## src/design/b769u_pkg.sv

```systemverilog
// Shared types, constants and the divide-by-769 helper for the base-769 unpacker.
`default_nettype none

package b769u_pkg;

  // Field widths.
  localparam int WordW  = 64;
  localparam int GroupW = 48;
  localparam int ChunkW = 24;
  localparam int CoefW  = 10;
  localparam int IdxW   = 9;
  localparam int PosW   = 7;

  // Digit radix and the reciprocal used for division by it.
  localparam logic [CoefW-1:0] Radix      = 10'd769;
  localparam int               RecipShift = 34;
  localparam logic [24:0]      Recip769   = 25'((64'd1 << RecipShift) / 64'(Radix));

  // 2^24 = ChunkQuo * 769 + ChunkRem, used to chain the two 24-bit chunks.
  localparam logic [14:0]      ChunkQuo = 15'((64'd1 << ChunkW) / 64'(Radix));
  localparam logic [CoefW-1:0] ChunkRem = 10'((64'd1 << ChunkW) % 64'(Radix));

  // Key layout.
  localparam logic [PosW-1:0] LastWord    = 7'd76;
  localparam logic [IdxW-1:0] MaxIndex    = 9'd511;
  localparam logic [IdxW-1:0] GroupStep   = 9'd5;
  localparam logic [IdxW-1:0] TripleStep  = 9'd10;
  localparam logic [2:0]      GroupDigits = 3'd5;
  localparam logic [2:0]      TailDigits  = 3'd2;

  // Default depth of the group queue between front and back.
  localparam int QueueDepth = 4;

  // One group of digits to be split by the back end.
  typedef struct packed {
    logic [GroupW-1:0] group;
    logic [IdxW-1:0]   base;
    logic              tail;
    logic              run_last;
  } grp_t;

  // Quotient and remainder of a division by 769.
  typedef struct packed {
    logic [15:0]      quo;
    logic [CoefW-1:0] rem;
  } div_t;

  // Divides a value below 2^25 by 769 with a reciprocal multiply and one correction.
  function automatic div_t div769(input logic [24:0] x);
    logic [49:0] prod;
    logic [15:0] qe;
    logic [25:0] re;
    div_t        res;
    prod = 50'(x) * 50'(Recip769);
    qe   = prod[49:34];
    re   = 26'(x) - 26'(qe) * 26'(Radix);
    if (re >= 26'(Radix)) begin
      res.quo = qe + 16'd1;
      res.rem = 10'(re - 26'(Radix));
    end else begin
      res.quo = qe;
      res.rem = 10'(re);
    end
    return res;
  endfunction

endpackage

`default_nettype wire

```

## src/design/b769u_front.sv

```systemverilog
// Front end: accepts packed words, tracks the key position and forms digit groups.
`default_nettype none

module b769u_front
  import b769u_pkg::*;
(
  input  wire logic              clk_i,
  input  wire logic              rst_ni,
  input  wire logic              in_valid_i,
  output logic                   in_ready_o,
  input  wire logic [WordW-1:0]  packed_word_i,
  input  wire logic              full_i,
  output logic                   push_o,
  output grp_t                   entry_o
);

  // Slot of the current word inside its triple.
  typedef enum logic [1:0] {
    SlotFirst,
    SlotSecond,
    SlotThird
  } slot_e;

  logic [PosW-1:0] pos_q, pos_d;
  slot_e           slot_q, slot_d;
  logic [IdxW-1:0] idx_q, idx_d;
  logic [31:0]     coll_q, coll_d;
  logic            pend_valid_q, pend_valid_d;
  grp_t            pend_q, pend_d;

  logic        accept;
  logic        last_word;
  logic [15:0] hi;
  grp_t        new_entry;

  assign hi        = packed_word_i[63:48];
  assign last_word = (pos_q == LastWord);
  assign accept    = in_valid_i && in_ready_o;

  // A word with a second group holds the input until that group is queued.
  assign in_ready_o = !pend_valid_q && !full_i;
  assign push_o     = !full_i && (pend_valid_q || in_valid_i);

  // The word's own low group comes first.
  always_comb begin
    new_entry.group    = packed_word_i[GroupW-1:0];
    new_entry.base     = idx_q;
    new_entry.tail     = 1'b0;
    new_entry.run_last = !(last_word || slot_q == SlotThird);
  end

  assign entry_o = pend_valid_q ? pend_q : new_entry;

  // Position, collector and second-group bookkeeping.
  always_comb begin
    pos_d        = pos_q;
    slot_d       = slot_q;
    idx_d        = idx_q;
    coll_d       = coll_q;
    pend_valid_d = pend_valid_q && full_i;
    pend_d       = pend_q;
    if (accept) begin
      if (last_word) begin
        pend_d.group    = {28'd0, packed_word_i[51:48], coll_q[15:0]};
        pend_d.base     = idx_q + GroupStep;
        pend_d.tail     = 1'b1;
        pend_d.run_last = 1'b1;
        pend_valid_d    = 1'b1;
        pos_d           = '0;
        slot_d          = SlotFirst;
        idx_d           = '0;
      end else begin
        pos_d = pos_q + 7'd1;
        case (slot_q)
          SlotFirst: begin
            coll_d = {16'd0, hi};
            idx_d  = idx_q + GroupStep;
            slot_d = SlotSecond;
          end
          SlotSecond: begin
            coll_d[31:16] = hi;
            idx_d         = idx_q + GroupStep;
            slot_d        = SlotThird;
          end
          SlotThird: begin
            pend_d.group    = {hi, coll_q};
            pend_d.base     = idx_q + GroupStep;
            pend_d.tail     = 1'b0;
            pend_d.run_last = 1'b1;
            pend_valid_d    = 1'b1;
            idx_d           = idx_q + TripleStep;
            slot_d          = SlotFirst;
          end
          default: begin
            slot_d = SlotFirst;
          end
        endcase
      end
    end
  end

  always_ff @(posedge clk_i or negedge rst_ni) begin
    if (!rst_ni) begin
      pos_q        <= '0;
      slot_q       <= SlotFirst;
      idx_q        <= '0;
      coll_q       <= '0;
      pend_valid_q <= 1'b0;
    end else begin
      pos_q        <= pos_d;
      slot_q       <= slot_d;
      idx_q        <= idx_d;
      coll_q       <= coll_d;
      pend_valid_q <= pend_valid_d;
    end
  end

  always_ff @(posedge clk_i) begin
    pend_q <= pend_d;
  end

endmodule

`default_nettype wire

```

## config.mk

```make
export PLATFORM = sky130hd
export DESIGN_NAME = b769u_front
export DESIGN_NICKNAME = d
export VERILOG_FILES = /design/src/design/b769u_pkg.sv /design/src/design/b769u_front.sv
export SDC_FILE = /design/constraint.sdc
export NUM_CORES = 1
export LEC_CHECK = 0
export BUFFER_PORTS_ARGS = -buffer_cell sky130_fd_sc_hd__buf_2
export CORE_MARGIN = 1.5
export CORE_UTILIZATION = 45
export DETAILED_ROUTE_END_ITERATION = 12
export GPL_ROUTABILITY_DRIVEN = 0
export PLACE_DENSITY = 0.71
export SYNTH_ARGS = -nofsm -noshare
export SYNTH_HDL_FRONTEND = slang
export SYNTH_SLANG_ARGS = --single-unit
```

## constraint.sdc

```tcl
create_clock -name clk_i -period 5.9 [get_ports clk_i]
set_input_delay 1.18 -clock clk_i [delete_from_list [all_inputs] [get_ports clk_i]]
set_output_delay 1.18 -clock clk_i [all_outputs]
set_load 0.05 [all_outputs]
```

==> flow_summary.ini <==
[floorplanning]
die-area_um2 = 12000
rows = 38
dieHeight_um = 110
initial_core_util_pct = 46.6
die_w_um = 110
ios = 129
fp.coreArea_um2 = 11000

[finish]
instances_no_fill = 680
fillerInstances = 929
layout.nets = 609
antenna_cells = 0
final_cell_mix = 128 x buf_2, 61 x mux2_2, 60 x nand2_1
final_common_cell = buf_2
drive_gt1_share_pct = 40.0
syn_to_final_growth_pct = 20.3
fin_util_pct = 56.0

[placed_design]
dp_slack_ns = 2.16
dp_cells = 665
port_buffers = 128
place_hpwl_um = 6800

[setup_path]
r2r_end = pend_q[32]$_SDFFCE_PN0P_
crit_path_max_fanout = 31
cp-start-kind = input pin
critPathMaxStageDelay_ns = 0.87
crit_arrival_ns = 3.33
r2r-start = slot_q[0]$_DFFE_PN0P_
crit_family = compound AO/OA/AOI/OAI gates
path_cells = buf_2, or3b_1, a21oi_4, buf_4
cp_num_buf_inv = 2
setup.worst_path.end_class = flop
required_ns = 5.90
r2r_cells = 3
cp_slowest_cell = a21oi_4
crit_type = in -> reg
r2r_slack_ns = 3.05

[cts]
clock-root-buffer = clkbuf_16
cts.sinks = 109
worstSkewPairLatency_ns = 0.34
cts_buffers = 9
cts_resized = 0
cts_tree = done
cts_setup_buffers = 0
htreeDepth = 3
clock_path_buffers = 2
clk_pin_slew_worst_paths_ns = 0.07
cts_hold_buf = 0

[routing]
wl_per_cell_um = 14.6
totalWireLength_um = 9920
antenna_left = 0
drtIter0Drc = 163
drc_errors = 0
vias = 3525
vias_per_cell = 5.18
first_pass_iters = 4

[flow_run]
maxCapViolations = 0

[yosys]
synth.avg_cell_area_um2 = 12.3
yosysWarnings = 0
netlist_top_cells_area = edfxtp_1 34%, dfrtp_1 25%, mux2_2 13%
synth_edf_count = 58
yosysSeqAreaShare_pct = 59.0
synth_area_um2 = 5120
synth_top_area_share_pct = 34.0
syn_inst = 416
ys.flop_type = edfxtp_1
yosys_register_bits = 109
synth_cell_type_count = 46
synth_top_area_cell = edfxtp_1
synth_nets = 489
async_reset_ff_share_pct = 46.8

[status]
status = complete, no violations

[min_path]
hp-start = coll_q[9]$_DFFE_PN0P_
hold_depth = 0
hp-class = reg -> reg
hold_path_end = pend_q[20]$_DFFE_PP_

[sta]
clock_skew_ns = 0.00772
slew_headroom_pct = 33.0
finalSetupViolCount = 0
hold_viol_final = 0
fin_crit_sh_pct = 56.5
post-route-min-period_ns = 3.33
layout_setup_ws_ns = 2.57
tightest_slew_ns = 1.00
timing.setup.tns_ns = 0
fmax_mhz = 300
rsz0062_at_grt = false
slew_viol_final = 0

[grt]
grt_pass1_wl_um = 15400
grt_pass1_vias = 3251
grt.total_usage_pct = 16.7
grt_max_degree = 67
grt_overflow = 0
antenna_found_initial = 0

[power_and_ir_drop]
irDropWorstVdd_mv = 0.301
powerDensity_nw_per_um2 = 457
power_leakage_nw = 2.62
==> where the power goes <==
part / switching [W] / total (W) / internal (W)
logic: 0.000688 / 0.00106 / 0.000370
registers: 0.000153 / 0.00120 / 0.00105
clock network: 0.000268 / 0.000556 / 0.000289
total: 0.00111 / 0.00281 / 0.00170
==> worst reg2reg max path: stages (launching register included) <==
cell	delay [ns]
dfrtp_1	0.71
nand2b_1	0.44
a21oi_4	0.85
buf_4	0.50
==> per-layer routing <==
| metal | track usage (%) | wire length, µm |
|---|---|---|
| met3 | 2.90 | 387 |
| met2 | 29.6 | 5150 |
| met4 | 5.84 | 64 |
| met1 | 20.6 | 4310 |
| met5 | 0 | 0 |
==> metrics by stage <==
step	hold WS, ns	total power (W)	area, µm²
floorplan	0.418	0.00203	5120
global placement	0.427	0.00224	5880
detailed placement	0.431	0.00228	5880
CTS	0.443	0.00284	6160
global route	0.462	0.00298	6160
finish	0.440	0.00281	6160
==> flip-flops by register name, indices dropped and copies added, names as in the netlist <==
| name | flops |
|---|---|
| slot_q | 2 |
| pos_q | 7 |
| idx_q | 9 |
| pend_q | 58 |
| coll_q | 32 |
| pend_valid_q | 1 |
==> cell usage after synthesis (2+ instances only) <==
library cell	n
a21oi_1	12
a211o_1	2
xor2_1	2
inv_1	6
xnor2_1	5
nor3b_1	4
and2_1	30
o211ai_1	3
mux2_2	61
buf_1	2
dfrtp_1	51
ha_1	5
and3_1	2
nand3_1	6
a31oi_1	2
nand2_1	60
mux2_1	9
o21ai_0	36
clkbuf_1	20
edfxtp_1	58
nor2_1	8
nand4_1	2
a21o_1	6
or4_1	2
==> area by class of cell <==
type | instances | area, µm² | share of cell area [%]
Clock buffer | 9 | 225 | 3.66
Clock inverter | 6 | 47.5 | 0.772
Inverter | 7 | 26.3 | 0.427
Multi-Input combinational cell | 276 | 1980 | 32.2
Sequential cell | 109 | 3020 | 49.0
Tap cell | 140 | 175 | 2.85
Timing Repair Buffer | 133 | 678 | 11.0
==> cells by family after synthesis <==
family	synth area share, %
flops	59.0
compound gates	8.27
fa+ha+maj	1.22
xor+xnor	1.20
buf+inv	2.45
simple gates	12.3
mux	15.6
==> how the worst max path moves through the flow <==
stage,from,to,slack (ns),cells past startpoint
3_5_place_dp,full_i,pend_q[46]$_SDFFCE_PN0P_,2.16,4
2_1_floorplan,full_i,pend_q[10]$_DFFE_PP_,0.85,3
3_3_place_gp,full_i,pend_q[13]$_DFFE_PP_,2.28,4
6_report,full_i,pend_q[32]$_SDFFCE_PN0P_,2.57,4
5_1_grt,full_i,pend_q[49]$_SDFFCE_PN0P_,2.40,4
4_1_cts,full_i,pend_q[32]$_SDFFCE_PN0P_,2.53,4
Note: power is estimated with default switching activity, not from simulation.
