--- config.mk ---
export PLATFORM = sky130hd
export DESIGN_NAME = b769u_queue
export DESIGN_NICKNAME = d
export VERILOG_FILES = /design/src/design/b769u_pkg.sv /design/src/design/b769u_queue.sv
export SDC_FILE = /design/constraint.sdc
export NUM_CORES = 1
export LEC_CHECK = 0
export ABC_CLOCK_PERIOD_IN_PS = 6250
export BUFFER_PORTS_ARGS = -buffer_cell sky130_fd_sc_hd__buf_2
export CAP_MARGIN = 20
export CELL_PAD_IN_SITES_DETAIL_PLACEMENT = 0
export CELL_PAD_IN_SITES_GLOBAL_PLACEMENT = 1
export CORE_UTILIZATION = 45
export DETAILED_ROUTE_END_ITERATION = 12
export GPL_TIMING_DRIVEN = 1
export PLACE_DENSITY = 0.77
export SLEW_MARGIN = 10
export SYNTH_ARGS = -nofsm -noshare
export SYNTH_HDL_FRONTEND = slang
export SYNTH_SLANG_ARGS = --single-unit
--- constraint.sdc ---
create_clock -name clk_i -period 6.25 [get_ports clk_i]
set_clock_uncertainty 0.2 [all_clocks]
set_input_delay 0.3125 -clock clk_i [delete_from_list [all_inputs] [get_ports clk_i]]
set_output_delay 0.3125 -clock clk_i [all_outputs]
set_load 0.02 [all_outputs]
--- src/design/b769u_pkg.sv ---
// Shared types, constants and the divide-by-769 helper for the base-769 unpacker.
`default_nettype none

package b769u_pkg;

  // Field widths.
  localparam int WordW  = 64;
  localparam int GroupW = 48;
  localparam int ChunkW = 24;
  localparam int CoefW  = 10;
  localparam int IdxW   = 9;
  localparam int PosW   = 7;

  // Digit radix and the reciprocal used for division by it.
  localparam logic [CoefW-1:0] Radix      = 10'd769;
  localparam int               RecipShift = 34;
  localparam logic [24:0]      Recip769   = 25'((64'd1 << RecipShift) / 64'(Radix));

  // 2^24 = ChunkQuo * 769 + ChunkRem, used to chain the two 24-bit chunks.
  localparam logic [14:0]      ChunkQuo = 15'((64'd1 << ChunkW) / 64'(Radix));
  localparam logic [CoefW-1:0] ChunkRem = 10'((64'd1 << ChunkW) % 64'(Radix));

  // Key layout.
  localparam logic [PosW-1:0] LastWord    = 7'd76;
  localparam logic [IdxW-1:0] MaxIndex    = 9'd511;
  localparam logic [IdxW-1:0] GroupStep   = 9'd5;
  localparam logic [IdxW-1:0] TripleStep  = 9'd10;
  localparam logic [2:0]      GroupDigits = 3'd5;
  localparam logic [2:0]      TailDigits  = 3'd2;

  // Default depth of the group queue between front and back.
  localparam int QueueDepth = 4;

  // One group of digits to be split by the back end.
  typedef struct packed {
    logic [GroupW-1:0] group;
    logic [IdxW-1:0]   base;
    logic              tail;
    logic              run_last;
  } grp_t;

  // Quotient and remainder of a division by 769.
  typedef struct packed {
    logic [15:0]      quo;
    logic [CoefW-1:0] rem;
  } div_t;

  // Divides a value below 2^25 by 769 with a reciprocal multiply and one correction.
  function automatic div_t div769(input logic [24:0] x);
    logic [49:0] prod;
    logic [15:0] qe;
    logic [25:0] re;
    div_t        res;
    prod = 50'(x) * 50'(Recip769);
    qe   = prod[49:34];
    re   = 26'(x) - 26'(qe) * 26'(Radix);
    if (re >= 26'(Radix)) begin
      res.quo = qe + 16'd1;
      res.rem = 10'(re - 26'(Radix));
    end else begin
      res.quo = qe;
      res.rem = 10'(re);
    end
    return res;
  endfunction

endpackage

`default_nettype wire

--- src/design/b769u_queue.sv ---
// Short queue of digit groups between the front end and the digit back end.
`default_nettype none

module b769u_queue
  import b769u_pkg::*;
#(
  parameter int Depth = QueueDepth
) (
  input  wire logic clk_i,
  input  wire logic rst_ni,
  input  wire logic push_i,
  input  wire grp_t entry_i,
  output logic      full_o,
  output logic      valid_o,
  input  wire logic pop_i,
  output grp_t      entry_o
);

  localparam int PtrW = (Depth > 1) ? $clog2(Depth) : 1;
  localparam int CntW = $clog2(Depth + 1);

  grp_t            mem_q [Depth];
  logic [PtrW-1:0] wr_ptr_q, rd_ptr_q;
  logic [CntW-1:0] cnt_q;
  logic            do_push, do_pop;

  assign full_o  = (cnt_q == CntW'(Depth));
  assign valid_o = (cnt_q != '0);
  assign do_push = push_i && !full_o;
  assign do_pop  = pop_i && valid_o;
  assign entry_o = mem_q[rd_ptr_q];

  // Storage for queued groups.
  always_ff @(posedge clk_i) begin
    if (do_push) begin
      mem_q[wr_ptr_q] <= entry_i;
    end
  end

  // Pointers and fill count.
  always_ff @(posedge clk_i or negedge rst_ni) begin
    if (!rst_ni) begin
      wr_ptr_q <= '0;
      rd_ptr_q <= '0;
      cnt_q    <= '0;
    end else begin
      if (do_push) begin
        wr_ptr_q <= (wr_ptr_q == PtrW'(Depth - 1)) ? '0 : wr_ptr_q + 1'b1;
      end
      if (do_pop) begin
        rd_ptr_q <= (rd_ptr_q == PtrW'(Depth - 1)) ? '0 : rd_ptr_q + 1'b1;
      end
      if (do_push && !do_pop) begin
        cnt_q <= cnt_q + 1'b1;
      end else if (do_pop && !do_push) begin
        cnt_q <= cnt_q - 1'b1;
      end
    end
  end

endmodule

`default_nettype wire

==> impl_results.html <==
<table>
<tr><th>Metric</th><th>Value</th></tr>
<tr><th colspan="2">Job</th></tr>
<tr><td>Maxcap violations</td><td>0</td></tr>
<tr><th colspan="2">Logic synthesis</th></tr>
<tr><td>Average cell area after synthesis</td><td>26.1 sq um</td></tr>
<tr><td>Most area-hungry cell type in the Yosys netlist</td><td>sky130_fd_sc_hd__edfxtp_1</td></tr>
<tr><td>Cell area after synthesis</td><td>9040 sq um</td></tr>
<tr><td>Most area-consuming cells after synthesis</td><td>sky130_fd_sc_hd__edfxtp_1, sky130_fd_sc_hd__mux4_2, sky130_fd_sc_hd__dfrtp_1</td></tr>
<tr><td>Synth top area share</td><td>0.784</td></tr>
<tr><td>FF+latch count, synth</td><td>243</td></tr>
<tr><td>Synth warn</td><td>0</td></tr>
<tr><td>Sequential element share of the synthesized area</td><td>0.804</td></tr>
<tr><td>Post-Synthesis Net Count</td><td>416</td></tr>
<tr><td>Post-synthesis instance total</td><td>346</td></tr>
<tr><td>Number of unique standard cell types used by synthesis</td><td>21</td></tr>
<tr><th colspan="2">Critical path</th></tr>
<tr><td>Largest incremental delay on the critical path</td><td>0.79 ns</td></tr>
<tr><td>Chain of cells forming the critical path</td><td>buf_4 -&gt; mux4_1 -&gt; buf_2</td></tr>
<tr><td>Cell type of the slowest stage on the worst timing path</td><td>sky130_fd_sc_hd__dfrtp_4</td></tr>
<tr><td>Sort of element at the end of the critical path</td><td>primary output</td></tr>
<tr><td>Data required time at the worst endpoint</td><td>5.74 ns</td></tr>
<tr><td>Cell family with most CP delay</td><td>buffers and inverters</td></tr>
<tr><td>Path type of the worst setup path</td><td>reg2out</td></tr>
<tr><td>Critical Path Start Type</td><td>flip-flop</td></tr>
<tr><td>Worst path bufs/invs</td><td>2</td></tr>
<tr><td>Critical Path AT</td><td>2.80 ns</td></tr>
<tr><td>Largest fanout of any net on the critical path</td><td>34</td></tr>
<tr><th colspan="2">Final layout</th></tr>
<tr><td>Sequential Area</td><td>7270 sq um</td></tr>
<tr><td>Area taken by multi-input logic gates</td><td>1610 sq um</td></tr>
<tr><td>Commonest non-fill, non-tap cells in the layout</td><td>sky130_fd_sc_hd__edfxtp_1, sky130_fd_sc_hd__buf_2, sky130_fd_sc_hd__dlygate4sd3_1, sky130_fd_sc_hd__mux4_2, sky130_fd_sc_hd__clkbuf_16</td></tr>
<tr><td>Count of fill cells added during filler insertion</td><td>1500</td></tr>
<tr><td>Utilization after layout</td><td>0.578</td></tr>
<tr><td>Fraction of final layout cells with drive strength greater than 1</td><td>0.412</td></tr>
<tr><td>Final instance count without filler cells</td><td>831</td></tr>
<tr><td>Final Net Count</td><td>617</td></tr>
<tr><td>Leading cell type in the layout, fill and taps excluded</td><td>sky130_fd_sc_hd__edfxtp_1</td></tr>
<tr><td>Layout Cell Area excl Fill</td><td>11300 sq um</td></tr>
<tr><td>Area added between synthesis and finish</td><td>25.3%</td></tr>
<tr><th colspan="2">Place</th></tr>
<tr><td>Detail Placement HPWL</td><td>8.61 mm</td></tr>
<tr><td>Post-Place Cells</td><td>723</td></tr>
<tr><td>Number of buffers inserted by port buffering</td><td>123</td></tr>
<tr><td>Routability congestion estimate from global placement</td><td>0.679</td></tr>
<tr><td>Instance area at placement</td><td>9860 sq um</td></tr>
<tr><td>Pre-CTS WS</td><td>3.37 ns</td></tr>
<tr><th colspan="2">STA</th></tr>
<tr><td>Worst Max-Slew Pin Slew</td><td>0.911 ns</td></tr>
<tr><td>Final Hold Fails</td><td>0</td></tr>
<tr><td>Number of slew-limit violations in the final report</td><td>0</td></tr>
<tr><td>RSZ-0062 raised after global routing</td><td>no</td></tr>
<tr><td>Relative max-transition margin</td><td>0.393</td></tr>
<tr><td>Worst path setup slack after routing</td><td>2.93 ns</td></tr>
<tr><td>Crit path time final</td><td>3.32 ns</td></tr>
<tr><td>Number of endpoints failing setup at the final stage</td><td>0</td></tr>
<tr><td>Worst hold slack</td><td>0.125 ns</td></tr>
<tr><td>Highest clock rate</td><td>302 MHz</td></tr>
<tr><td>Final period utilization</td><td>0.530</td></tr>
<tr><td>Setup TNS after final layout</td><td>0 ns</td></tr>
<tr><th colspan="2">CTS</th></tr>
<tr><td>Hold buffer count at cts</td><td>62</td></tr>
<tr><td>CTS H-tree lvls</td><td>1</td></tr>
<tr><td>Resized Gates After CTS</td><td>0</td></tr>
<tr><td>Buffer cell driving the clock tree root</td><td>sky130_fd_sc_hd__clkbuf_16</td></tr>
<tr><td>Clock Sinks</td><td>243</td></tr>
<tr><td>TritonCTS clock tree</td><td>done</td></tr>
<tr><td>Inserted Clock Buffers</td><td>25</td></tr>
<tr><td>CTS clock-pin slew for the worst setup and hold paths</td><td>0.06 ns</td></tr>
<tr><td>Maximum buffer depth of the clock tree</td><td>3</td></tr>
<tr><td>Later-pin clock latency in the skew report</td><td>0.51 ns</td></tr>
<tr><td>Post-CTS setup buffers</td><td>0</td></tr>
<tr><th colspan="2">Global routing</th></tr>
<tr><td>Total global routing overflow</td><td>0</td></tr>
<tr><td>Initial antenna violation count</td><td>1</td></tr>
<tr><td>Maximum number of pins on one net before global-route repair</td><td>62</td></tr>
<tr><td>Via count of the first global-routing pass</td><td>4512</td></tr>
<tr><td>Wire length of the first global-routing pass</td><td>24.1 mm</td></tr>
<tr><td>Global-route usage over all layers</td><td>0.157</td></tr>
<tr><th colspan="2">Drt</th></tr>
<tr><td>Routed vias</td><td>4176</td></tr>
<tr><td>DRT Wirelength</td><td>15.7 mm</td></tr>
<tr><td>Number of vias per cell after detailed routing</td><td>5.03</td></tr>
<tr><td>Number of nets still failing antenna checks after routing</td><td>0</td></tr>
<tr><td>Average routed wire per standard cell</td><td>18.8 microns</td></tr>
<tr><td>Residual DRC count</td><td>0</td></tr>
<tr><td>Router iterations before antenna repair</td><td>4</td></tr>
<tr><td>Iteration-0 DRC count of the detailed router</td><td>263</td></tr>
<tr><th colspan="2">Pwr</th></tr>
<tr><td>Pleak</td><td>3.92 nW</td></tr>
<tr><td>Total power of the final layout</td><td>5.42 mW</td></tr>
<tr><td>Power per standard cell area</td><td>478 nW/um^2</td></tr>
<tr><td>Largest voltage drop on the vdd net</td><td>0.000300 V</td></tr>
<tr><th colspan="2">Floorplanning</th></tr>
<tr><td>Area of the core</td><td>19600 sq um</td></tr>
<tr><td>Number of core rows</td><td>51</td></tr>
<tr><td>Full die area</td><td>20700 sq um</td></tr>
<tr><td>Die outline width</td><td>144 microns</td></tr>
<tr><td>Starting density of the core</td><td>0.461</td></tr>
<tr><td>I/O pin count</td><td>124</td></tr>
<tr><td>Die height</td><td>144 microns</td></tr>
<tr><th colspan="2">Hold path</th></tr>
<tr><td>Hold WC Path Type</td><td>in2reg</td></tr>
<tr><th colspan="2">Run status</th></tr>
<tr><td>Status</td><td>finished, final reports clean</td></tr>
</table>
## power by group
part           switching, mW  internal, mW
Clock                  0.573         0.934
Combinational          0.935         0.684
Sequential             0.131          2.16
Total                   1.64          3.78
## cell usage after synthesis (all sizes together)
library cell,instances
mux4,59
nor2,4
fa,1
inv,3
nor3b,1
nand2,2
xor2,2
ha,6
edfxtp,236
nor2b,1
xnor2,1
and2,3
mux2,5
or3,1
buf,13
dfrtp,7
clkbuf,1
## layout make-up
class                   count  area share
multi-input cells          86       0.142
inverters                   3    0.000994
clock inverters            17      0.0180
diodes                      1    0.000221
clock buffers              28      0.0562
flip-flops and latches    243       0.642
repair buffers            188       0.111
well taps                 265      0.0293
## worst paths after layout
path / startpoint / to / slack (ns) / cells after the start
worst max-delay path: rd_ptr_q[0] / entry_o[49] / 2.93 / 3
worst min-delay path: push_i / mem_q[3][37] / 0.12 / 3
min in group asynchronous: rst_ni / rd_ptr_q[0] / 0.58 / 3
worst min register to register: cnt_q[2] / cnt_q[2] / 0.30 / 1
max in group asynchronous: rst_ni / rd_ptr_q[0] / 4.99 / 3
worst max register to register: wr_ptr_q[0] / mem_q[3][12] / 3.81 / 4
## flip-flops by register name, summed over array words and instances, names as in the netlist
signal	count
wr_ptr_q	2
rd_ptr_q	2
cnt_q	3
mem_q	236
## routing by layer
metal | track usage | up-vias | share of wire
met5 | 0 | - | 0
met4 | 0.0420 | 0 | 0.015
met3 | 0.0327 | 19 | 0.061
met2 | 0.277 | 131 | 0.51
met1 | 0.197 | 2144 | 0.41
li1 | - | 1882 | -
## cells by family after synthesis
kind of cell | synth area share
XOR/XNOR | 0.00291
adder cells (fa/ha/maj) | 0.0105
buffers and inverters | 0.0195
flip-flops | 0.804
multiplexers | 0.154
AND/OR/NAND/NOR | 0.00969
## worst min-delay path, stage by stage
cell and delay [ns]:
sky130_fd_sc_hd__buf_2 0.10, sky130_fd_sc_hd__nand2_1 0.10, sky130_fd_sc_hd__nor2_4 0.12
Note: power is estimated with default switching activity, not from simulation.
